===== src/design/vertex_3d_transform_assert.svh =====
// ----------------------------------------------------------------------------
// vertex_3d_transform assertion macros
// Shorthand for clocked implication checks that are disabled in reset.
// ----------------------------------------------------------------------------
`ifndef VERTEX_3D_TRANSFORM_ASSERT_SVH
`define VERTEX_3D_TRANSFORM_ASSERT_SVH

// Same-cycle implication.
`define VT_ASSERT_IMPLY(label, clk, rst, ante, cons, msg) \
  label: assert property (@(posedge clk) disable iff (rst) (ante) |-> (cons)) \
    else $error(msg);

// Next-cycle implication.
`define VT_ASSERT_NEXT(label, clk, rst, ante, cons, msg) \
  label: assert property (@(posedge clk) disable iff (rst) (ante) |=> (cons)) \
    else $error(msg);

`endif


===== src/design/vt_pkg.sv =====
// ----------------------------------------------------------------------------
// vt_pkg
// Shared codes, widths and the elaboration-time trig table generator.
// ----------------------------------------------------------------------------
package vt_pkg;

  localparam int IN_W       = 16;
  localparam int OUT_W      = 24;
  localparam int PARAM_W    = 16;
  localparam int ANGLE_W    = 10;
  localparam int MODE_W     = 4;
  localparam int CFG_IDX_W  = 3;
  localparam int CFG_DATA_W = 16;
  localparam int TRIG_Q     = 30;
  localparam int TAB_W      = 31;
  localparam int TAB_DEPTH  = 46;

  localparam logic signed [OUT_W-1:0] OUT_MAX = 24'sh7FFFFF;
  localparam logic signed [OUT_W-1:0] OUT_MIN = 24'sh800000;

  // Transform modes
  localparam logic [MODE_W-1:0] MODE_TRANSLATE = 4'd0;
  localparam logic [MODE_W-1:0] MODE_SCALE     = 4'd1;
  localparam logic [MODE_W-1:0] MODE_ROT_X     = 4'd2;
  localparam logic [MODE_W-1:0] MODE_ROT_Y     = 4'd3;
  localparam logic [MODE_W-1:0] MODE_ROT_Z     = 4'd4;
  localparam logic [MODE_W-1:0] MODE_REFL_XY   = 4'd5;
  localparam logic [MODE_W-1:0] MODE_REFL_YZ   = 4'd6;
  localparam logic [MODE_W-1:0] MODE_REFL_XZ   = 4'd7;
  localparam logic [MODE_W-1:0] MODE_SHEAR_X   = 4'd8;
  localparam logic [MODE_W-1:0] MODE_SHEAR_Y   = 4'd9;
  localparam logic [MODE_W-1:0] MODE_SHEAR_Z   = 4'd10;

  // Configuration register indexes
  localparam logic [CFG_IDX_W-1:0] REG_MODE    = 3'd0;
  localparam logic [CFG_IDX_W-1:0] REG_PARAM_A = 3'd1;
  localparam logic [CFG_IDX_W-1:0] REG_PARAM_B = 3'd2;
  localparam logic [CFG_IDX_W-1:0] REG_PARAM_C = 3'd3;
  localparam logic [CFG_IDX_W-1:0] REG_ANGLE   = 3'd4;

  // Final right shift applied to a lane's sum
  typedef enum logic [1:0] {
    SH_NONE = 2'd0,
    SH_Q88  = 2'd1,
    SH_TRIG = 2'd2
  } shift_t;

  // One degree in Q30 (pi/180 rounded)
  localparam logic [63:0] DEG_Q30 = 64'd18740330;

  localparam logic [63:0] SIN_DIV [8] = '{64'd6, 64'd20, 64'd42, 64'd72,
                                          64'd110, 64'd156, 64'd210, 64'd272};
  localparam logic [63:0] COS_DIV [8] = '{64'd2, 64'd12, 64'd30, 64'd56,
                                          64'd90, 64'd132, 64'd182, 64'd240};

  // Taylor series for 0..45 degrees in Q30; returns {sin, cos}.
  // Only called to build constant tables.
  function automatic logic [2*TAB_W-1:0] series_q30(input int unsigned deg);
    logic [63:0] x;
    logic [63:0] x2;
    logic [63:0] ts;
    logic [63:0] tc;
    logic signed [63:0] sv;
    logic signed [63:0] cv;
    x  = 64'(deg) * DEG_Q30;
    x2 = (x * x) >> TRIG_Q;
    ts = x;
    tc = 64'd1 << TRIG_Q;
    sv = $signed(x);
    cv = $signed(64'd1 << TRIG_Q);
    for (int k = 0; k < 8; k++) begin
      ts = ((ts * x2) >> TRIG_Q) / SIN_DIV[k];
      tc = ((tc * x2) >> TRIG_Q) / COS_DIV[k];
      if ((k & 1) == 0) begin
        sv = sv - $signed(ts);
        cv = cv - $signed(tc);
      end else begin
        sv = sv + $signed(ts);
        cv = cv + $signed(tc);
      end
    end
    return {sv[TAB_W-1:0], cv[TAB_W-1:0]};
  endfunction

endpackage


===== src/design/vt_lane.sv =====
// ----------------------------------------------------------------------------
// vt_lane
// One coordinate: a*p + b*q, rounded shift, saturation to 24 bits.
// ----------------------------------------------------------------------------
module vt_lane #(
  parameter int CW             = 16,
  parameter int KW             = 17,
  parameter int TRIG_FRAC_BITS = 14
) (
  input  logic                              clk,
  input  logic signed [CW-1:0]              a,
  input  logic signed [KW-1:0]              p,
  input  logic signed [CW-1:0]              b,
  input  logic signed [KW-1:0]              q,
  input  vt_pkg::shift_t                    sh,
  output logic signed [vt_pkg::OUT_W-1:0]   value,
  output logic                              sat
);

  localparam int PW = CW + KW;
  localparam int SW = PW + 1;
  localparam logic [SW-1:0] HALF_Q88  = SW'(1) << 7;
  localparam logic [SW-1:0] HALF_TRIG = SW'(1) << (TRIG_FRAC_BITS - 1);
  localparam logic [SW-1:0] POS_LIM   = SW'(24'h7FFFFF);
  localparam logic [SW-1:0] NEG_LIM   = SW'(1) << (vt_pkg::OUT_W - 1);

  logic signed [CW-1:0] a1;
  logic signed [KW-1:0] p1;
  logic signed [CW-1:0] b1;
  logic signed [KW-1:0] q1;
  vt_pkg::shift_t       sh1;
  logic signed [PW-1:0] pa2;
  logic signed [PW-1:0] pb2;
  vt_pkg::shift_t       sh2;
  logic                 neg3;
  logic [SW-1:0]        mag3;
  vt_pkg::shift_t       sh3;
  logic                 neg4;
  logic [SW-1:0]        mag4;

  logic signed [SW-1:0] sum;
  logic [SW-1:0]        rnd;
  logic                 over_p;
  logic                 over_n;

  always_comb begin
    sum = SW'(pa2) + SW'(pb2);
    case (sh3)
      vt_pkg::SH_Q88:  rnd = (mag3 + HALF_Q88) >> 8;
      vt_pkg::SH_TRIG: rnd = (mag3 + HALF_TRIG) >> TRIG_FRAC_BITS;
      default:         rnd = mag3;
    endcase
    over_p = (mag4 > POS_LIM);
    over_n = (mag4 > NEG_LIM);
  end

  always_ff @(posedge clk) begin
    // operand capture
    a1  <= a;
    p1  <= p;
    b1  <= b;
    q1  <= q;
    sh1 <= sh;
    // products
    pa2 <= a1 * p1;
    pb2 <= b1 * q1;
    sh2 <= sh1;
    // sum, split into sign and magnitude
    neg3 <= sum[SW-1];
    mag3 <= sum[SW-1] ? SW'(-sum) : SW'(sum);
    sh3  <= sh2;
    // round halves away from zero on the magnitude
    neg4 <= neg3;
    mag4 <= rnd;
    // clamp and restore the sign
    if (neg4) begin
      value <= over_n ? vt_pkg::OUT_MIN : -$signed(mag4[vt_pkg::OUT_W-1:0]);
      sat   <= over_n;
    end else begin
      value <= over_p ? vt_pkg::OUT_MAX : $signed(mag4[vt_pkg::OUT_W-1:0]);
      sat   <= over_p;
    end
  end

endmodule


===== config.mk =====
export PLATFORM = sky130hd
export DESIGN_NAME = vt_lane
export DESIGN_NICKNAME = d
export VERILOG_FILES = /design/src/design/vertex_3d_transform_assert.svh /design/src/design/vt_pkg.sv /design/src/design/vt_lane.sv
export SDC_FILE = /design/constraint.sdc
export NUM_CORES = 2
export LEC_CHECK = 0
export BUFFER_PORTS_ARGS = -buffer_cell sky130_fd_sc_hd__clkbuf_2
export CAP_MARGIN = 20
export CORE_MARGIN = 10
export CORE_UTILIZATION = 59
export DETAILED_ROUTE_END_ITERATION = 16
export PLACE_DENSITY_LB_ADDON = 0.08
export SLEW_MARGIN = 20
export SYNTH_ARGS = -nofsm -noshare
export SYNTH_HDL_FRONTEND = slang
export SYNTH_SLANG_ARGS = --single-unit

===== constraint.sdc =====
create_clock -name clk -period 6.8 [get_ports clk]
set_clock_uncertainty 0.2 [all_clocks]
set_input_delay 1.36 -clock clk [delete_from_list [all_inputs] [get_ports clk]]
set_output_delay 1.36 -clock clk [all_outputs]
set_load 0.02 [all_outputs]

Word-level counts from Yosys, hierarchy flattened. Index checks and enable logic that the tools add are counted.

Equal/unequal tests: 2. Add/sub/neg operators: 5. Magnitude comparators: 2. Mux-type cells: 6. Multiply operators: 2.

Operator list (number): 24-bit two-way mux (3); 34-bit case mux with 2 select lines (1); 16-bit by 17-bit multiplier with 33-bit output (2); 33-bit by 33-bit adder with 34-bit output (1); 34-bit by 14-bit adder with 34-bit output, second input constant (1); 34-bit by 8-bit adder with 34-bit output, second input constant (1); 34-bit by 23-bit > comparator with 1-bit output, second input constant (1); 34-bit by 24-bit > comparator with 1-bit output, second input constant (1); 34-bit negation (1); 33-bit two-way mux (1); 24-bit negation (1); 2-bit by 1-bit == test with 1-bit output, second input constant (1); 2-bit == test, second input constant (1); 1-bit two-way mux (1).

Register bits: 233. Word-level logic and storage cells: 33. Input bits: 69. Output and inout bits: 25.

Depth between registers and ports, before layout.
Word-level depth: 3. Depth in mapped cells: 26. Mapped depth without buffers: 25.

Least setup slack after synthesis. Ideal clock, no wire load.

Path type: register to register. Start point: reg a1[9]. End point: reg pa2[31]. Path buffers: 2. Period minus slack after synthesis: 6.819 ns. Cell stages (with the launch flop): 25. Required time: 6.528 ns. Setup time: 0.072 ns. Path slack: -0.019 ns. Arrival: 6.547 ns. Cell sequence: dfxtp_1 > clkbuf_1 > clkbuf_1 > nand2_1 > fa_1 > inv_1 > fa_1 > fa_1 > fa_1 > fa_1 > inv_1 > fa_1 > inv_1 > ha_1 > a21o_1 > a21o_1 > a21o_1 > a21o_1 > a21o_1 > a31oi_1 > o21ai_0 > a2111oi_0 > o31ai_1 > a21oi_1 > xnor2_1.

Longest elaborated chain between the ends: 1.

RTL lines: start, declared (line vt_lane.sv:27) `logic signed [CW-1:0] a1;`; start signal, assigned (line vt_lane.sv:59) `a1 <= a;`; 16-bit by 17-bit multiplier with 33-bit output (line vt_lane.sv:65) `pa2 <= a1 * p1;`; end signal, assigned (line vt_lane.sv:65); end, declared (line vt_lane.sv:32) `logic signed [PW-1:0] pa2;`.

No other way between the ends. A chain may end at the register's enable or synchronous reset.

Worst setup path after layout.
Start point: reg a1[12]. End point: reg pa2[31].

Same word-level chain as after synthesis.

==> impl_metrics.toml <==
[grt]
track_usage = 0.232
grt_pass1_wl_mm = 114
grt_antenna_before_repair = 0
overflow = 0
first_global_vias = 23300
grt_max_degree = 56

[clocking]
cts_htree_levels = 1
cts_tree = "done"
cts-buffers-inserted = 29
path_clk_slew_ns = 0.06
clockBufferDepth = 3
root_buffer = "clkbuf_16"
cts_hold_buf = 0
cts.sinks = 233
worstSkewPairLatency_ns = 0.60

[setup_path]
cp_data_required_time_ns = 7.10
cp-endpoint = "pa2[31]"
crit_start = "a1[12]"
critPathCaptureType = "flop"
start_kind = "flop"
ff2ff_setup_slack_ns = 0.27
r2r-end = "pa2[31]"
crit_path_max_fanout = 5
critical_path_class = "flop to flop"
reg2reg_from = "a1[12]"
r2r_cells = 24
arrival_ns = 6.84

[logic_synthesis]
synth_seq_cells = 233
ys_warn_count = 0
synth_cell_types = 66
synth-async-reset-ratio = 0
yosysSeqAreaShare = 0.158
syn_inst = 3181
syn-num-nets = 4010
synth_ff_type = "dfxtp_1"
synth.avg_cell_area_um2 = 9.29
synth_edf_count = 0
synth_area_um2 = 29500

[sta]
finalSetupViolCount = 0
period_needed_ns = 6.53
worst_pin_slew_ns = 0.869
max_freq_ghz = 0.153
finalMaxSlewViolations = 0
slew_headroom = 0.420
layout_setup_ws_ns = 0.266
hold_violations = 0
rsz0062_at_grt = "yes"
period_share = 0.961

[floorplan]
io_pins = 94
rows = 81
initial_core_util = 0.600
dieArea_um2 = 59400
core_area_um2 = 49300
die-height_um = 244
die_x_um = 244

[finish]
syn_to_final_growth_pct = 10.2
fillerInstances = 4176
antenna_cells = 0
multi_input_area_um2 = 22000
finish.utilization = 0.661
layout.nets = 4157
layout-drive-gt1-share = 0.0997
regArea_um2 = 4710
stdcell_count = 4014

[placed_design]
placed_cells = 3961
place_congestion = 0.887
pre_cts_ws_ns = -0.0717
port_buffers = 93
hpwl_mm = 56.9

[route]
num_vias = 21400
wl_per_cell_um = 16.6
drt-total-wl_mm = 66.4
dr.pass1.iters = 5
viasPerCell = 5.33
drc = 0
drt_iter0_markers = 1221
detail-route-antenna-nets = 0

[job]
drv_cap = 0

[status]
status = "complete, no violations"

[hold_path]
holdCritPathClass = "flop to flop"
cells in the mapped netlist, drive strengths merged (4+ instances only):
cell,instances,area share
nor3,28,0.0049
fa,553,0.37
nand2,348,0.044
a221oi,8,0.0024
xor2,73,0.022
o21bai,16,0.0041
a21oi,73,0.012
a21boi,5,0.0013
a2111oi,4,0.0012
a21o,54,0.014
nor2,104,0.013
o311ai,19,0.0056
o21a,14,0.0036
nand3,24,0.0042
and2,279,0.059
a22oi,17,0.0043
o41ai,6,0.0018
a211oi,13,0.0035
xnor2,109,0.032
or3,12,0.0034
clkbuf,98,0.012
nand2b,18,0.0038
and3,22,0.0047
inv,676,0.086
nor2b,8,0.0017
dfxtp,233,0.16
nand4,11,0.0023
o21ai,77,0.013
nor3b,5,0.0013
a31oi,19,0.0042
nor4,4,0.00085
ha,207,0.088
flip-flops by register name, indices dropped and copies added, names as in the netlist, 17 cells and up:
name / flops
pb2: 33
value: 24
pa2: 33
q1: 17
p1: 17
mag3: 34
mag4: 34
what timing repair did:
action | CTS | global route
endpoints found under the hold margin | 0 | 0
pin swaps | 0 | 5
endpoints found under the setup margin | 1 | 11
setup buffers | 0 | 0
resized for setup | 2 | 57
layer usage:
layer  up-vias  GRT usage  part of all wire
li1      10000          -                 -
met1     10700      0.294              0.41
met2       535      0.401              0.50
met3       112     0.0382             0.059
met4         0     0.0668             0.029
met5         -          0                 0
critical path: stages, from the launching register on:
cell       delay, ns
dfxtp_1         0.32
buf_4           0.16
and2_1          0.16
fa_1            0.53
inv_1           0.05
fa_1            0.48
inv_1           0.06
fa_1            0.53
fa_1            0.46
fa_1            0.51
inv_1           0.05
fa_1            0.52
inv_1           0.04
ha_1            0.29
a21o_1          0.18
a21o_1          0.16
a21o_1          0.18
a21o_1          0.18
a21o_1          0.20
a31oi_4         0.17
o21ai_1         0.13
a2111oi_2       0.44
o31ai_1         0.14
a21oi_1         0.18
xnor2_1         0.14
how the worst min path moves through the flow:
stage,from,endpoint,cells after the start
floorplan,neg3,neg4,0
global placement,neg3,neg4,0
detailed placement,neg3,neg4,0
CTS,neg3,neg4,0
global route,sh1[0],sh2[0],0
finish,neg3,neg4,0
kinds of logic (layout without fill, tap and decap cells):
| kind of cell | after synthesis | after routing | synth area share |
|---|---|---|---|
| AND/OR/NAND/NOR | 876 | 876 | 0.147 |
| buffers and inverters | 777 | 946 | 0.0990 |
| adder cells (fa/ha/maj) | 760 | 760 | 0.462 |
| AO/OA/AOI/OAI | 352 | 352 | 0.0789 |
| flip-flops | 233 | 233 | 0.158 |
| XOR/XNOR | 182 | 182 | 0.0540 |
| multiplexers | 1 | 1 | 0.000381 |
layout by cell type (no fill, tap or decap), types with 71 or more instances in the layout:
master      n
fa_1      553
clkbuf_2   93
o21ai_0    71
inv_1     675
buf_4     122
nand2_1   348
nor2_1    104
dfxtp_1   198
ha_1      206
a21oi_1    71
xor2_1     73
xnor2_1   109
and2_1    279
per-stage QoR:
stage                     hold slack, ns  TNS (ns)  cell area (um2)
final                              0.127         0            32500
after global routing               0.142   -0.0413            32500
after CTS                          0.128         0            32400
after detailed placement           0.114   -0.0717            31400
after global placement             0.113         0            31400
after floorplan                    0.110         0            29500
final cells by class:
cell class,count,area share
Multi-Input combinational cell,2171,0.677
Sequential cell,233,0.145
Inverter,677,0.0781
Timing Repair Buffer,216,0.0431
Tap cell,664,0.0255
Clock buffer,35,0.0242
Clock inverter,18,0.00723
Power is left out: the tool's default activity adds up to more than one toggle a clock period on the data nets, which glitch-free logic cannot reach.
