==> config.mk <==
export PLATFORM = sky130hd
export DESIGN_NAME = vt_trig
export DESIGN_NICKNAME = d
export VERILOG_FILES = /design/src/design/vertex_3d_transform_assert.svh /design/src/design/vt_pkg.sv /design/src/design/vt_trig.sv
export SDC_FILE = /design/constraint.sdc
export NUM_CORES = 1
export LEC_CHECK = 0
export BUFFER_PORTS_ARGS = -buffer_cell sky130_fd_sc_hd__buf_2
export CELL_PAD_IN_SITES_DETAIL_PLACEMENT = 1
export CELL_PAD_IN_SITES_GLOBAL_PLACEMENT = 1
export CORE_ASPECT_RATIO = 0.75
export CORE_MARGIN = 2
export CORE_UTILIZATION = 48
export CTS_CLUSTER_DIAMETER = 40
export CTS_CLUSTER_SIZE = 12
export DETAILED_ROUTE_END_ITERATION = 10
export GPL_TIMING_DRIVEN = 0
export HOLD_SLACK_MARGIN = 0.12
export MAX_ROUTING_LAYER = met4
export PLACE_DENSITY = 0.91
export SYNTH_ARGS = -nofsm -noshare
export SYNTH_HDL_FRONTEND = slang
export SYNTH_SLANG_ARGS = --single-unit
==> constraint.sdc <==
create_clock -name clk -period 4.3 [get_ports clk]
set_clock_uncertainty 0.2 [all_clocks]
set_input_delay 0.645 -clock clk [delete_from_list [all_inputs] [get_ports clk]]
set_output_delay 0.645 -clock clk [all_outputs]
set_load 0.1 [all_outputs]
==> src/design/vertex_3d_transform_assert.svh <==
// ----------------------------------------------------------------------------
// vertex_3d_transform assertion macros
// Shorthand for clocked implication checks that are disabled in reset.
// ----------------------------------------------------------------------------
`ifndef VERTEX_3D_TRANSFORM_ASSERT_SVH
`define VERTEX_3D_TRANSFORM_ASSERT_SVH

// Same-cycle implication.
`define VT_ASSERT_IMPLY(label, clk, rst, ante, cons, msg) \
  label: assert property (@(posedge clk) disable iff (rst) (ante) |-> (cons)) \
    else $error(msg);

// Next-cycle implication.
`define VT_ASSERT_NEXT(label, clk, rst, ante, cons, msg) \
  label: assert property (@(posedge clk) disable iff (rst) (ante) |=> (cons)) \
    else $error(msg);

`endif

==> src/design/vt_pkg.sv <==
// ----------------------------------------------------------------------------
// vt_pkg
// Shared codes, widths and the elaboration-time trig table generator.
// ----------------------------------------------------------------------------
package vt_pkg;

  localparam int IN_W       = 16;
  localparam int OUT_W      = 24;
  localparam int PARAM_W    = 16;
  localparam int ANGLE_W    = 10;
  localparam int MODE_W     = 4;
  localparam int CFG_IDX_W  = 3;
  localparam int CFG_DATA_W = 16;
  localparam int TRIG_Q     = 30;
  localparam int TAB_W      = 31;
  localparam int TAB_DEPTH  = 46;

  localparam logic signed [OUT_W-1:0] OUT_MAX = 24'sh7FFFFF;
  localparam logic signed [OUT_W-1:0] OUT_MIN = 24'sh800000;

  // Transform modes
  localparam logic [MODE_W-1:0] MODE_TRANSLATE = 4'd0;
  localparam logic [MODE_W-1:0] MODE_SCALE     = 4'd1;
  localparam logic [MODE_W-1:0] MODE_ROT_X     = 4'd2;
  localparam logic [MODE_W-1:0] MODE_ROT_Y     = 4'd3;
  localparam logic [MODE_W-1:0] MODE_ROT_Z     = 4'd4;
  localparam logic [MODE_W-1:0] MODE_REFL_XY   = 4'd5;
  localparam logic [MODE_W-1:0] MODE_REFL_YZ   = 4'd6;
  localparam logic [MODE_W-1:0] MODE_REFL_XZ   = 4'd7;
  localparam logic [MODE_W-1:0] MODE_SHEAR_X   = 4'd8;
  localparam logic [MODE_W-1:0] MODE_SHEAR_Y   = 4'd9;
  localparam logic [MODE_W-1:0] MODE_SHEAR_Z   = 4'd10;

  // Configuration register indexes
  localparam logic [CFG_IDX_W-1:0] REG_MODE    = 3'd0;
  localparam logic [CFG_IDX_W-1:0] REG_PARAM_A = 3'd1;
  localparam logic [CFG_IDX_W-1:0] REG_PARAM_B = 3'd2;
  localparam logic [CFG_IDX_W-1:0] REG_PARAM_C = 3'd3;
  localparam logic [CFG_IDX_W-1:0] REG_ANGLE   = 3'd4;

  // Final right shift applied to a lane's sum
  typedef enum logic [1:0] {
    SH_NONE = 2'd0,
    SH_Q88  = 2'd1,
    SH_TRIG = 2'd2
  } shift_t;

  // One degree in Q30 (pi/180 rounded)
  localparam logic [63:0] DEG_Q30 = 64'd18740330;

  localparam logic [63:0] SIN_DIV [8] = '{64'd6, 64'd20, 64'd42, 64'd72,
                                          64'd110, 64'd156, 64'd210, 64'd272};
  localparam logic [63:0] COS_DIV [8] = '{64'd2, 64'd12, 64'd30, 64'd56,
                                          64'd90, 64'd132, 64'd182, 64'd240};

  // Taylor series for 0..45 degrees in Q30; returns {sin, cos}.
  // Only called to build constant tables.
  function automatic logic [2*TAB_W-1:0] series_q30(input int unsigned deg);
    logic [63:0] x;
    logic [63:0] x2;
    logic [63:0] ts;
    logic [63:0] tc;
    logic signed [63:0] sv;
    logic signed [63:0] cv;
    x  = 64'(deg) * DEG_Q30;
    x2 = (x * x) >> TRIG_Q;
    ts = x;
    tc = 64'd1 << TRIG_Q;
    sv = $signed(x);
    cv = $signed(64'd1 << TRIG_Q);
    for (int k = 0; k < 8; k++) begin
      ts = ((ts * x2) >> TRIG_Q) / SIN_DIV[k];
      tc = ((tc * x2) >> TRIG_Q) / COS_DIV[k];
      if ((k & 1) == 0) begin
        sv = sv - $signed(ts);
        cv = cv - $signed(tc);
      end else begin
        sv = sv + $signed(ts);
        cv = cv + $signed(tc);
      end
    end
    return {sv[TAB_W-1:0], cv[TAB_W-1:0]};
  endfunction

endpackage

==> src/design/vt_trig.sv <==
// ----------------------------------------------------------------------------
// vt_trig
// Angle sequencer: reduces the angle, folds it to 0..45 degrees, looks up
// Q30 sine/cosine and rounds them into the held trig values.
// ----------------------------------------------------------------------------
module vt_trig #(
  parameter int TRIG_FRAC_BITS = 14
) (
  input  logic                                   clk,
  input  logic                                   rst,
  input  logic                                   angle_wr,
  input  logic signed [vt_pkg::ANGLE_W-1:0]      angle,
  output logic                                   busy,
  output logic signed [TRIG_FRAC_BITS+1:0]       cos_value,
  output logic signed [TRIG_FRAC_BITS+1:0]       sin_value
);

  localparam int TRIG_W = TRIG_FRAC_BITS + 2;
  localparam int RSH    = vt_pkg::TRIG_Q - TRIG_FRAC_BITS;
  localparam int TW     = vt_pkg::TAB_W;
  localparam logic [TW-1:0] HALF = TW'(1) << (RSH - 1);

  typedef enum logic [4:0] {
    ST_IDLE   = 5'b00001,
    ST_REDUCE = 5'b00010,
    ST_FOLD   = 5'b00100,
    ST_READ   = 5'b01000,
    ST_ROUND  = 5'b10000
  } trig_state_t;

  trig_state_t        state;
  logic [10:0]        deg;
  logic [1:0]         quad;
  logic [5:0]         idx;
  logic               swap;
  logic [TW-1:0]      s_mag;
  logic [TW-1:0]      c_mag;

  logic [TW-1:0]      sin_tab [vt_pkg::TAB_DEPTH];
  logic [TW-1:0]      cos_tab [vt_pkg::TAB_DEPTH];

  for (genvar i = 0; i < vt_pkg::TAB_DEPTH; i++) begin : g_tab
    localparam logic [2*TW-1:0] SC = vt_pkg::series_q30(i);
    assign sin_tab[i] = SC[2*TW-1:TW];
    assign cos_tab[i] = SC[TW-1:0];
  end

  // Fold logic for the reduced angle
  logic [8:0]         d;
  logic [1:0]         quad_next;
  logic [6:0]         rem;
  logic [TW-1:0]      rs_full;
  logic [TW-1:0]      rc_full;
  logic signed [TRIG_W-1:0] rs;
  logic signed [TRIG_W-1:0] rc;

  always_comb begin
    d = deg[8:0];
    if (d >= 9'd270) begin
      quad_next = 2'd3;
      rem       = 7'(d - 9'd270);
    end else if (d >= 9'd180) begin
      quad_next = 2'd2;
      rem       = 7'(d - 9'd180);
    end else if (d >= 9'd90) begin
      quad_next = 2'd1;
      rem       = 7'(d - 9'd90);
    end else begin
      quad_next = 2'd0;
      rem       = 7'(d);
    end
    rs_full = (s_mag + HALF) >> RSH;
    rc_full = (c_mag + HALF) >> RSH;
    rs      = TRIG_W'(rs_full[TRIG_FRAC_BITS:0]);
    rc      = TRIG_W'(rc_full[TRIG_FRAC_BITS:0]);
  end

  always_ff @(posedge clk) begin
    if (rst) begin
      state     <= ST_IDLE;
      cos_value <= TRIG_W'(1) << TRIG_FRAC_BITS;
      sin_value <= '0;
    end else begin
      case (state)
        ST_IDLE: begin
          if (angle_wr) begin
            // shift into a positive range before reduction
            deg   <= 11'(12'(angle) + 12'sd720);
            state <= ST_REDUCE;
          end
        end
        ST_REDUCE: begin
          if (deg >= 11'd360) begin
            deg <= deg - 11'd360;
          end else begin
            state <= ST_FOLD;
          end
        end
        ST_FOLD: begin
          quad  <= quad_next;
          swap  <= (rem > 7'd45);
          idx   <= (rem > 7'd45) ? 6'(7'd90 - rem) : 6'(rem);
          state <= ST_READ;
        end
        ST_READ: begin
          s_mag <= swap ? cos_tab[idx] : sin_tab[idx];
          c_mag <= swap ? sin_tab[idx] : cos_tab[idx];
          state <= ST_ROUND;
        end
        ST_ROUND: begin
          case (quad)
            2'd0: begin
              sin_value <= rs;
              cos_value <= rc;
            end
            2'd1: begin
              sin_value <= rc;
              cos_value <= -rs;
            end
            2'd2: begin
              sin_value <= -rs;
              cos_value <= -rc;
            end
            default: begin
              sin_value <= -rc;
              cos_value <= rs;
            end
          endcase
          state <= ST_IDLE;
        end
        default: state <= ST_IDLE;
      endcase
    end
  end

  assign busy = (state != ST_IDLE);

endmodule

**Yosys cells after proc, flatten, opt, wreduce, memory -nomap -nowiden**

Memories as Yosys holds them, arrays and structs flattened.
Cells that the tools add are included.

- Register bits after elaboration: 119
- Latch bits: 0
- Bits in writable memories: 0
- Memory bits (read-only): 3968
- Output and inout bits: 33
- Memories kept: 2

- Add/subtract/negate cells: 10
- $mul: 0
- Divide/modulo/power cells: 0
- Magnitude comparators: 6
- Equality and inequality tests: 11
- Shift-type cells: 0
- Multiplexer cells: 20
- Bitwise operators: 2
- Reductions and logical operators: 7

Memory list:

| memory | depth | width | read ports | clocked after memory_dff | wr ports | RTL line | text |
|---|---|---|---|---|---|---|---|
| (no name shown) | 64 | 31 | 1 | 0 | 0 | vt_trig.sv:107 | `c_mag <= swap ? sin_tab[idx] : cos_tab[idx];` |
| (no name shown) | 64 | 31 | 1 | 0 | 0 | vt_trig.sv:107 |  |

Operators by type and width:

| kind | count |
|---|---|
| 2-to-1 mux 31 bit | 6 |
| one-hot mux 16 bit (3 select lines) | 2 |
| adder 31 x 16 -> 31 bit, second input constant | 2 |
| negator 15 -> 16 bit | 2 |
| 2-to-1 mux 11 bit | 2 |
| one-hot mux 11 bit (2 select lines) | 1 |
| 2-to-1 mux 7 bit | 3 |
| one-hot mux 5 bit (4 select lines) | 1 |
| adder 10 x 11 -> 11 bit, second input constant | 1 |
| >= comparator 11 x 9 -> 1 bit, second input constant | 1 |
| subtractor 11 x 9 -> 11 bit, second input constant | 1 |
| 2-to-1 mux 5 bit | 2 |
| >= comparator 9 x 7 -> 1 bit, second input constant | 1 |
| >= comparator 9 x 8 -> 1 bit, second input constant | 1 |
| >= comparator 9 bit, second input constant | 1 |
| >= comparator 7 bit, second input constant | 1 |
| > comparator 7 x 6 -> 1 bit, second input constant | 1 |
| NOT 6 -> 7 bit | 1 |
| subtractor 7 x 4 -> 7 bit, second input constant | 1 |
| subtractor 7 x 6 -> 7 bit, second input constant | 1 |
| subtractor 7 bit, second input constant | 1 |
| 2-to-1 mux 6 bit | 1 |
| != test 2 bit, second input constant | 3 |
| AND reduction 2 bit | 3 |
| 15 further kinds | 16 |

**Depth between registers and ports, before layout**

Gate-level depths: netlist (run 1).

- Depth in word-level cells: 6
- Gate-level depth with buffers: 13
- Mapped depth without buffers: 13

**Worst setup path before layout (run 1)**

OpenSTA, ideal clock, no wires.

- Path kind: input-to-reg
- Start point: in rst
- End point: reg c_mag[15], enable pin
- Library setup time: 0.461 ns
- Data arrival time: 3.102 ns
- Setup slack: 0.537 ns
- Stages: 2
- Cell sequence: clkbuf_1 > nor3_1

- Word-level cells in the longest chain between the ends: 2

RTL lines:

| item | RTL line | text |
|---|---|---|
| start, declared | vt_trig.sv:10 | `input logic rst,` |
| NOT 1 bit (no line) | -- |  |
| AND reduction 2 bit (no line) | -- |  |
| end signal, assigned | vt_trig.sv:107 |  |
| end, declared | vt_trig.sv:37 | `logic [TW-1:0] c_mag;` |

No other way between the ends.
A chain may end at the register's enable or synchronous reset.

**Worst setup path after layout (run 1)**

- Start point: reg idx[0]
- End point: reg s_mag[23], data pin

- Word-level cells in the longest chain between the ends: 5
- Elaborated cells between the ends (all ways): 8
- Classes of those cells: mux (5); bitwise (1); memory (2)

RTL lines:

| item | RTL line | text |
|---|---|---|
| start, declared | vt_trig.sv:34 | `logic [5:0] idx;` |
| start signal, assigned | vt_trig.sv:102 | `idx <= (rem > 7'd45) ? 6'(7'd90 - rem) : 6'(rem);` |
| NOT 6 -> 7 bit (not written as such) * | vt_trig.sv:106 | `s_mag <= swap ? cos_tab[idx] : sin_tab[idx];` |
| memory read (64 x 31 bit) | -- |  |
| 2-to-1 mux 31 bit (2 in series) | -- |  |
| 2-to-1 mux 31 bit * | vt_trig.sv:106 |  |
| end signal, assigned | vt_trig.sv:106 |  |
| end, declared | vt_trig.sv:36 | `logic [TW-1:0] s_mag;` |

Mark *: on every way between the ends. The rest lies on a longest branch, timed or not. The select of a mux whose other input is x is not followed.

==> results of run 1 <==
-- routing by layer --
layer,share of wire [%],track usage (%),vias to the layer above
li1,-,-,4023
met1,43,50.95,4519
met2,43,52.30,560
met3,13,13.83,59
met4,1.5,7.159,0
met5,0,-,-
-- synth_stat cells (all sizes together), types with 30 or more instances --
| cell type | n |
|---|---|
| nor2 | 112 |
| nand2 | 102 |
| o21ai | 87 |
| a21oi | 77 |
| clkbuf | 53 |
| edfxtp | 52 |
| nor3 | 40 |
| dfxtp | 37 |
| ha | 35 |
| xnor2 | 33 |
| inv | 30 |
| mux2i | 30 |
-- cell families after synthesis --
logic type	Yosys count	synth area share, %
xor gates and xnor gates	58	6.243
DFF	89	27.28
AOI/OAI and AO/OA	330	26.28
muxes	51	7.963
and+or+nand+nor	377	21.84
buffers and inverters	109	5.204
adders and majority gates	35	5.190
-- power by group through the flow --
| stage | clock [mW] | combinational [mW] | sequential (mW) |
|---|---|---|---|
| floorplan | 0 | 0.470 | 1.01 |
| global placement | 0 | 0.576 | 1.02 |
| detailed placement | 0 | 0.599 | 1.02 |
| CTS | 0.903 | 0.604 | 1.00 |
| global route | 0.924 | 0.664 | 1.01 |
| finish | 0.896 | 0.606 | 1.00 |
-- sequential cells by signal (all words and copies together), names as in the netlist --
name	flops
sin_value	16
c_mag	16
state	5
swap	1
deg	11
cos_value	16
s_mag	16
idx	6
quad	2
-- how the worst max path moves through the flow --
| stage | cells past startpoint | startpoint | endpoint |
|---|---|---|---|
| 6_report | 9 | idx[0]$_DFFE_PP_ | s_mag[23]$_DFFE_PP_ |
| 5_1_grt | 9 | idx[0]$_DFFE_PP_ | s_mag[23]$_DFFE_PP_ |
| 2_1_floorplan | 2 | rst | c_mag[15]$_DFFE_PP_ |
| 3_3_place_gp | 3 | rst | c_mag[28]$_DFFE_PP_ |
| 3_5_place_dp | 9 | idx[0]$_DFFE_PP_ | s_mag[23]$_DFFE_PP_ |
| 4_1_cts | 9 | idx[0]$_DFFE_PP_ | s_mag[23]$_DFFE_PP_ |
-- critical path: stages, from the launching register on --
cell,delay [ns]
edfxtp_1,0.52
clkbuf_2,0.37
inv_1,0.36
ha_1,0.42
clkbuf_1,0.52
nand2_1,0.31
a21oi_1,0.24
nor2_1,0.12
o31ai_1,0.45
mux2i_1,0.18
-- final cells by class --
type	count	share of cell area, %
inverters	31	1.248
well taps	236	3.167
clock inverters	4	0.8052
plain buffers	78	3.476
clock buffers	12	2.751
repair buffers	47	2.657
flip-flops and latches	89	24.69
multi-input cells	851	61.21
-- what timing repair did --
item,in CTS,in global routing
hold buffers,0,0
resized for setup,0,2
endpoints found under the setup margin,0,4
==> impl_results.md, run 1 <==
- Final Setup Violations: 0
- Initial core utilization: 49.54%
- Hold EP: cos_value[12]$_SDFFE_PP0N_
- Worst slew pin tran: 1.181 ns
- Cell taking the most area after synthesis: edfxtp_1
- Max Slew Vio Count: 0
- Final HPWL DP: 25130 µm
- TNS Setup: 0 ns
- Min-delay src: cos_value[12]$_SDFFE_PP0N_
- Mapped cell area: 8438 µm²
- Total grt overflow: 0
- CTS tree: yes
- DRC: 0
- Global Route Usage Sum: 37.04%
- Worst Path Arrival: 3.85 ns
- Die area: 18670 µm²
- Root Driver: clkbuf_16
- Seq/Total Area, Yosys: 27.28%
- Power Density: 268.7 nW/µm²
- Place WS: 0.1981 ns
- Hold path depth: 2
- Most common cell after layout, fill and taps aside: nor2_1
- RePlAce Congestion: 1.094
- Cells after DPL: 1332
- NumNets Final: 1155
- DIE WIDTH: 157.1 µm
- Hold Path Class: register to register
- RSZ-0062 raised after global routing: no
- Worst setup path category: register to register
- Flop pwr share: 40.1%
- Core area: 17030 µm²
- I/O Pins: 46
- Fin. Hold Viols: 0
- Rel. slew slack: 20.82%
- R2r startpoint: idx[0]$_DFFE_PP_
- Yosys cell types: 91
- # diodes: 0
- Ys flop type: edfxtp_1
- Initial DRC count: 1078
- Sw power: 0.7826 mW
- Buffers on Ports: 45
- Via count: 9161
- Outcome: complete, no violations
- Placed Area: 8986 µm²
- CTS Buf Count: 9
- Vias/cell: 6.796
- CP Max Fanout: 13
- Clock Path Buffers: 2
- Routed len/inst: 24.98 µm
- Vias in the first global route: 8999
- Antenna-violating nets left: 0
- Post-CTS Setup Repair Bufs: 0
- Syn_nets: 1097
- Reg2reg end: s_mag[23]$_DFFE_PP_
- Most used cells in the layout excluding fill and tap cells: nor2_1 (112), nand2_1 (102), o21ai_0 (82)
- Share of the synthesized area in the top cell type: 18.51%
- Worst R2R Setup Slack: 0.31 ns
- Share of cells above drive strength 1: 11.42%
- Syn Inst Count: 1049
- Startpoint types: register
- Final non-filler cell total: 1348
- Fmax: 250.4 MHz
- Worst-path clk slew: 0.07 ns
- Pin count of the biggest net entering global routing: 15
- Yosys Warn Count: 0
- FF/Latch Area: 2302 µm²
- Leakage power: 3.474 nW
- Logic pwr share: 24.2%
- Finished Cell Area: 9324 µm²
- CTS sink cnt: 89
- Worst skew pair latency: 0.35 ns
- Peak supply drop: 0.0003246 V
- Internal power: 1.723 mW
- Avg Cell Area, Syn: 8.044 µm²
- FF-to-FF path depth: 9
- Max Cap Viol: 0
- Die Y-Extent: 118.8 µm
- Pre-Repair DR Iteration Count: 5
- EDFF count, synth: 52
- First-pass GRT wire length: 51840 µm
- Total chip power: 2.506 mW
- Post-synth ARST share: 0%
- Critical Path RT: 4.16 ns
- Worst setup EP type: register
- P&R area growth vs syn: 10.50%
- Fin Hold WS: 0.2572 ns
- Synth Register Bits: 89
- H-tree depth: 3
- Drt total wl: 33680 µm
- Fill cell count: 2123
- Final min period: 3.994 ns
- Rows: 41
- Final core utilization: 54.75%
- Sw frac: 31.23%
- Clock power share: 35.8%
- Initial antenna violation count: 0
- Final worst path period share: 92.87%
- Multi-input logic area: 5707 µm²
- Ranking of synthesized cells by area: edfxtp_1 (19%), dfxtp_1 (8.8%), ha_1 (5.2%)
- Final WS setup: 0.3064 ns
Note: power is estimated with default switching activity, not from simulation.
==> run 2: changes to the inputs <==
- ABC_AREA: default -> 1
- CORE_UTILIZATION: 48 -> 45
==> run 2 against run 1 <==
  * Routed wire length up 11%
  * Cell count up 20%
  * Critical path depth up 1
  * Die area up 6.1%
  * Sequential power down 4%
  * First-iteration DRC count up 9.1%
  * Final area down 0.51%
  * Clock power up 0.9%
  * Global-route usage up 2.0 points
  * Total power down 7.7%
  * Maximum frequency up 0.27%
==> impl_results.md, run 2 <==
- Leakage power: 4.177 nW (+20%)
- Rows: 43 (+4.9%)
- Final worst path period share: 92.62% (-0.25 points)
- Routed len/inst: 23.10 µm (-7.5%)
- Drt total wl: 37240 µm (+11%)
- RePlAce Congestion: 1.056 (-3.5%)
- Initial DRC count: 1176 (+9.1%)
- Yosys cell types: 53 (-42%)
- Critical Path RT: 4.18 ns (+0.02 ns)
- Syn_nets: 1351 (+23%)
- Core area: 18400 µm² (+8.0%)
- Count leader, synth: nand2_1
- Hold Path Class: register to register
- Outcome: complete, no violations
- Critical Path Most Common Cell: inv_1
- Total grt overflow: 0 (unchanged)
- Power Density: 249.3 nW/µm² (-7.2%)
- Synth Register Bits: 89 (unchanged)
- NumNets Final: 1407 (+22%)
- Share of the synthesized area in the top cell type: 18.58% (+0.072 points)
- CTS sink cnt: 89 (unchanged)
- Worst setup path category: register to register
- Final HPWL DP: 29000 µm (+15%)
- Cts hold-fix bufs: 0 (unchanged)
- CP Max Fanout: 12 (-1)
- Avg Cell Area, Syn: 6.451 µm² (-20%)
- Worst-path clk slew: 0.07 ns (about the same)
- DIE WIDTH: 161.8 µm (+3.0%)
- Final min period: 3.983 ns (-0.01074 ns)
- Rel. slew slack: 33.66% (+13 points)
- Initial core utilization: 45.68% (-3.9 points)
- EDFF count, synth: 52 (unchanged)
- RSZ-0062 raised after global routing: no
- Max Cap Viol: 0 (unchanged)
- Worst R2R Setup Slack: 0.32 ns (about the same)
- Fin Hold WS: 0.2649 ns (+0.007774 ns)
- Pin count of the biggest net entering global routing: 33 (+18)
- Share of cells above drive strength 1: 11.36% (-0.057 points)
- Ys flop type: edfxtp_1
- Final non-filler cell total: 1612 (+20%)
- Post-synth ARST share: 0% (unchanged)
- Most used cells in the layout excluding fill and tap cells: nand2_1 (362), inv_1 (141), o21ai_0 (124)
- Die Y-Extent: 122.4 µm (+3.0%)
- Fmax: 251.1 MHz (+0.27%)
- Cell taking the most area after synthesis: edfxtp_1
- H-tree depth: 3 (unchanged)
- Post-cts gate resize count: 0 (unchanged)
- Worst slew pin tran: 0.9927 ns (-0.1879 ns)
- Worst skew pair latency: 0.37 ns (+0.02 ns)
- Pre-Repair DR Iteration Count: 8 (+3)
- Die area: 19800 µm² (+6.1%)
- Antenna-violating nets left: 0 (unchanged)
- CTS tree: yes
- I/O Pins: 46 (unchanged)
- Vias in the first global route: 10091 (+12%)
- Cells after DPL: 1595 (+20%)
- TNS Setup: 0 ns (unchanged)
- Worst setup EP type: register
- DRC: 0 (unchanged)
- Vias/cell: 6.185 (-9.0%)
- First-pass GRT wire length: 57330 µm (+11%)
- Root Driver: clkbuf_16
- Syn Inst Count: 1303 (+24%)
- Startpoint types: register
- Final core utilization: 50.41% (-4.3 points)
- Final Setup Violations: 0 (unchanged)
- CP max-delay cell: edfxtp_1
- Worst Path Arrival: 3.86 ns (about the same)
- Buffers on Ports: 45 (unchanged)
- Initial antenna violation count: 1 (+1)
- Post-CTS Setup Repair Bufs: 0 (unchanged)
- Mapped cell area: 8406 µm² (-0.39%)
- Global Route Usage Sum: 39.02% (+2.0 points)
- Yosys Warn Count: 0 (unchanged)
- Crit-path max cell delay: 0.79 ns (+0.27 ns)
- Ranking of synthesized cells by area: edfxtp_1 (19%), nand2_1 (16%), dfxtp_1 (8.8%)
- P&R area growth vs syn: 10.36%
- Seq/Total Area, Yosys: 27.39% (+0.11 points)
- Fin. Hold Viols: 0 (unchanged)
- Commonest cells in the netlist: nand2_1 (362), inv_1 (141), o21ai_0 (124)
- Most common cell after layout, fill and taps aside: nand2_1
- Via count: 9970 (+8.8%)
- CTS Buf Count: 9 (unchanged)
- Peak supply drop: 0.0002231 V (-31%)
- Clock Path Buffers: 2 (unchanged)
- Max Slew Vio Count: 0 (unchanged)
- CP Cell Sequence: inv_1 > ha_1 > nor2_1 > inv_1 > nand2_1 > inv_1 > o21ai_0 > a31oi_1 > nand2_1 > o21ai_0
==> run 2: changes by cell type in the layout (fill, tap and decap cells not counted), moves of 25 or more <==
cell | previous run | this run
nor3_1 | 37 | 12
nand2_2 | 0 | 27
inv_1 | 29 | 141
mux2i_1 | 30 | 0
o21ai_0 | 82 | 124
nand3_1 | 21 | 85
xnor2_1 | 32 | 5
nand2_1 | 102 | 362
==> run 2: area by class of cell <==
class                      count  area [µm²]
fill                        2513        9124
clock buffer                   9       225.2
multi-input combinational   1008        5318
antenna                        1       2.502
timing repair buffer          45       225.2
tap                          247       309.0
sequential                    89        2302
clock inverter                 7       101.3
buffer                        52       215.2
inverter                     154       578.1
==> run 2: worst max-delay path, delay by kind of cell (launching register included) <==
kind / cells / cell delay, ns
AOI/OAI and AO/OA: 3 / 0.51
and+or+nand+nor: 3 / 0.89
DFF: 1 / 0.79
buffers and inverters: 3 / 0.73
adders and majority gates: 1 / 0.56
==> run 2: cells by family (layout without fill, tap and decap cells) <==
family	Yosys count	after routing	synth area share, %
compound gates	273	273	18.87
xor+xnor	25	25	2.694
fa+ha+maj	35	35	5.210
buf+inv	206	267	9.437
flops	89	89	27.39
other cells	0	1	0
simple gates	675	675	36.39
==> run 2: per-stage QoR <==
step | power [mW] | cell area [µm²] | worst slack [ns]
2_1_floorplan | 1.296 | 8406 | 1.244
3_3_place_gp | 1.377 | 8940 | 0.3980
3_5_place_dp | 1.418 | 8947 | 0.6111
4_1_cts | 2.297 | 9274 | 0.5893
5_1_grt | 2.379 | 9276 | 0.2414
6_report | 2.313 | 9276 | 0.3172
==> run 2: per-layer routing <==
| metal | track usage (%) | up-vias | part of all wire [%] |
|---|---|---|---|
| met5 | - | - | 0 |
| met3 | 12.91 | 77 | 12 |
| met4 | 8.794 | 0 | 1.9 |
| met1 | 51.57 | 4912 | 43 |
| li1 | - | 4461 | - |
| met2 | 58.19 | 520 | 43 |
==> run 2: worst paths after layout <==
path	cells past startpoint	start	to
worst max-delay path	10	idx[0]$_DFFE_PP_	c_mag[24]$_DFFE_PP_
worst min-delay path	2	sin_value[10]$_SDFFE_PP0N_	sin_value[10]$_SDFFE_PP0N_
worst max register to register	10	idx[0]$_DFFE_PP_	c_mag[24]$_DFFE_PP_
worst min register to register	2	sin_value[10]$_SDFFE_PP0N_	sin_value[10]$_SDFFE_PP0N_
==> run 2: power by group <==
part           leakage (nW)  total (mW)  switching, mW  internal (mW)
Clock                 0.153       0.904          0.389          0.515
Combinational          3.25       0.450          0.313          0.137
Sequential            0.771       0.959         0.0243          0.935
Total                  4.18        2.31          0.726           1.59
==> run 3: changes to the inputs <==
- CORE_ASPECT_RATIO: 0.75 -> 1.4
- HOLD_SLACK_MARGIN: 0.12 -> default
==> run 3 against run 2 <==
  * Clock power fell by 13%
  * Total power fell by 5.7%
  * Register-to-register slack improved by 0.40 ns
  * Cell count fell by 0.19%
  * Worst hold slack improved by 0.0018 ns
  * Count of clock-buffer cells in the layout did not move
  * Via count fell by 5.5%
  * Core utilization fell by 0.40 points
  * Sequential cell count did not move
  * Final area fell by 0.50%
  * Die area barely moved
==> impl_results.md, run 3 (synthesis results as in run 2) <==
- Outcome: complete, no violations
- Startpoint types: register
- Rows: 59 (+37%)
- CP Cell Sequence: inv_1 > clkbuf_1 > buf_1 > ha_1 > or2_2 > o221ai_1 > o211ai_1 > o21ai_0 > o21ai_0
- Fill cell count: 2553 (+1.6%)
- Worst R2R Setup Slack: 0.71 ns (+0.40 ns)
- Crit-path max cell delay: 0.70 ns (-0.09 ns)
- Fmax: 278.8 MHz (+11%)
- Hold Path Class: register to register
- Vias in the first global route: 10050 (-0.41%)
- Routed len/inst: 21.59 µm (-6.5%)
- Peak supply drop: 0.0001605 V (-28%)
- # diodes: 0 (-1)
- TNS Setup: 0 ns (unchanged)
- Initial antenna violation count: 0 (-1)
- Critical Path Most Common Cell: o21ai_0
- Worst-path clk slew: 0.07 ns (about the same)
- Core area: 18460 µm² (+0.30%)
- FF-to-FF path depth: 9 (-1)
- Clock power share: 36.2% (-2.9 points)
- Worst skew pair latency: 0.37 ns (about the same)
- Sw power: 0.7115 mW (-2.0%)
- DIE WIDTH: 119.5 µm (-26%)
- Final non-filler cell total: 1609 (-0.19%)
- Power Density: 236.3 nW/µm² (-5.2%)
- Antenna-violating nets left: 0 (unchanged)
- Fin. Hold Viols: 0 (unchanged)
- Initial DRC count: 515 (-56%)
- Buffers on Ports: 45 (unchanged)
- P&R area growth vs syn: 9.809%
- Leakage power: 4.171 nW (-0.15%)
- Initial core utilization: 45.55% (-0.14 points)
- Cells after DPL: 1593 (-0.13%)
- Rel. slew slack: 38.88% (+5.2 points)
- Flop pwr share: 43.9% (+2.4 points)
- CP Max Fanout: 14 (+2)
- Hold path depth: 2 (unchanged)
- Root Driver: clkbuf_16
- RePlAce Congestion: 1.019 (-3.5%)
- Reg2reg end: s_mag[19]$_DFFE_PP_
- RSZ-0062 raised after global routing: no
- DRC: 0 (unchanged)
- H-tree depth: 3 (unchanged)
- Hold EP: sin_value[7]$_SDFFE_PP0N_
- Clock Path Buffers: 2 (unchanged)
- Internal power: 1.469 mW (-7.4%)
- Cts hold-fix bufs: 0 (unchanged)
- Vias/cell: 5.856 (-5.3%)
- Pre-Repair DR Iteration Count: 4 (-4)
- First-pass GRT wire length: 54180 µm (-5.5%)
- Die area: 19800 µm² (about the same)
- Drt total wl: 34740 µm (-6.7%)
- Die Y-Extent: 165.7 µm (+35%)
- CP max-delay cell: buf_1
- Via count: 9422 (-5.5%)
- Max Cap Viol: 0 (unchanged)
- Most used cells in the layout excluding fill and tap cells: nand2_1 (362), inv_1 (141), o21ai_0 (124)
- Worst setup EP type: register
- Max Slew Vio Count: 0 (unchanged)
- Post-cts gate resize count: 0 (unchanged)
- Min-delay src: sin_value[7]$_SDFFE_PP0N_
- Post-CTS Setup Repair Bufs: 0 (unchanged)
- Logic pwr share: 19.9% (+0.5 points)
- CTS Buf Count: 9 (unchanged)
- R2r startpoint: idx[2]$_DFFE_PP_
- Most common cell after layout, fill and taps aside: nand2_1
- Pin count of the biggest net entering global routing: 23 (-30%)
- Fin Hold WS: 0.2667 ns (+0.001812 ns)
- Worst setup path category: register to register
- Final HPWL DP: 27940 µm (-3.6%)
- CTS tree: yes
- Final worst path period share: 83.42% (-9.2 points)
- CTS sink cnt: 89 (unchanged)
- Global Route Usage Sum: 36.36% (-2.7 points)
- Worst Path Arrival: 3.50 ns (-0.36 ns)
- I/O Pins: 46 (unchanged)
- NumNets Final: 1408 (+0.071%)
- Final min period: 3.587 ns (-0.3956 ns)
- Total grt overflow: 0 (unchanged)
- Critical Path RT: 4.21 ns (+0.03 ns)
- Final Setup Violations: 0 (unchanged)
- Worst slew pin tran: 0.9085 ns (-0.08418 ns)
- Sw frac: 32.63% (+1.2 points)
- Share of cells above drive strength 1: 11.36% (about the same)
-- run 3: cell type report --
type,instances,area [µm²],share of cell area (%)
tap,244,305.3,3.308
inverter,154,578.1,6.263
multi-input combinational,1008,5313,57.56
buffer,52,215.2,2.332
clock inverter,7,51.30,0.5558
clock buffer,9,225.2,2.440
sequential,89,2302,24.94
timing repair buffer,46,240.2,2.603
-- run 3: stage by stage --
step	power (mW)	cell area, µm²	utilization [%]	setup WS (ns)
after floorplan	1.296	8406	-	1.244
final	2.181	9230	50.01	0.7128
after detailed placement	1.409	8954	48.52	0.8157
after CTS	2.175	9230	50.01	0.8054
after global placement	1.385	8936	48.42	0.4909
after global routing	2.262	9230	50.01	0.5319
-- run 3: critical path: cells and delay by family, from the launching register on --
kind	cells	cell delay [ns]
buffers and inverters	3	1.28
AOI/OAI and AO/OA	4	0.90
DFF	1	0.52
adders and majority gates	1	0.26
and+or+nand+nor	1	0.16
-- run 3: routing by layer --
layer	share of wire, %	vias to the layer above	wire, µm	global-route usage (%)
li1	-	4451	-	-
met1	35	4463	12210	34.27
met2	51	316	17670	63.83
met3	4.1	192	1434	5.579
met4	9.9	0	3434	30.54
met5	0	-	0	-
-- run 3: worst max-delay path by stage --
stage	slack, ns	from	to
2_1_floorplan	1.24	rst	c_mag[15]$_DFFE_PP_
3_3_place_gp	0.49	rst	s_mag[27]$_DFFE_PP_
3_5_place_dp	0.82	idx[2]$_DFFE_PP_	s_mag[19]$_DFFE_PP_
4_1_cts	0.81	idx[2]$_DFFE_PP_	s_mag[19]$_DFFE_PP_
5_1_grt	0.53	idx[2]$_DFFE_PP_	s_mag[19]$_DFFE_PP_
6_report	0.71	idx[2]$_DFFE_PP_	s_mag[19]$_DFFE_PP_
-- run 3: power groups by stage --
stage	clock, mW	combinational, mW	sequential [mW]
2_1_floorplan	0	0.328	0.968
3_3_place_gp	0	0.409	0.976
6_report	0.789	0.434	0.958
4_1_cts	0.782	0.436	0.958
5_1_grt	0.808	0.493	0.961
3_5_place_dp	0	0.433	0.977
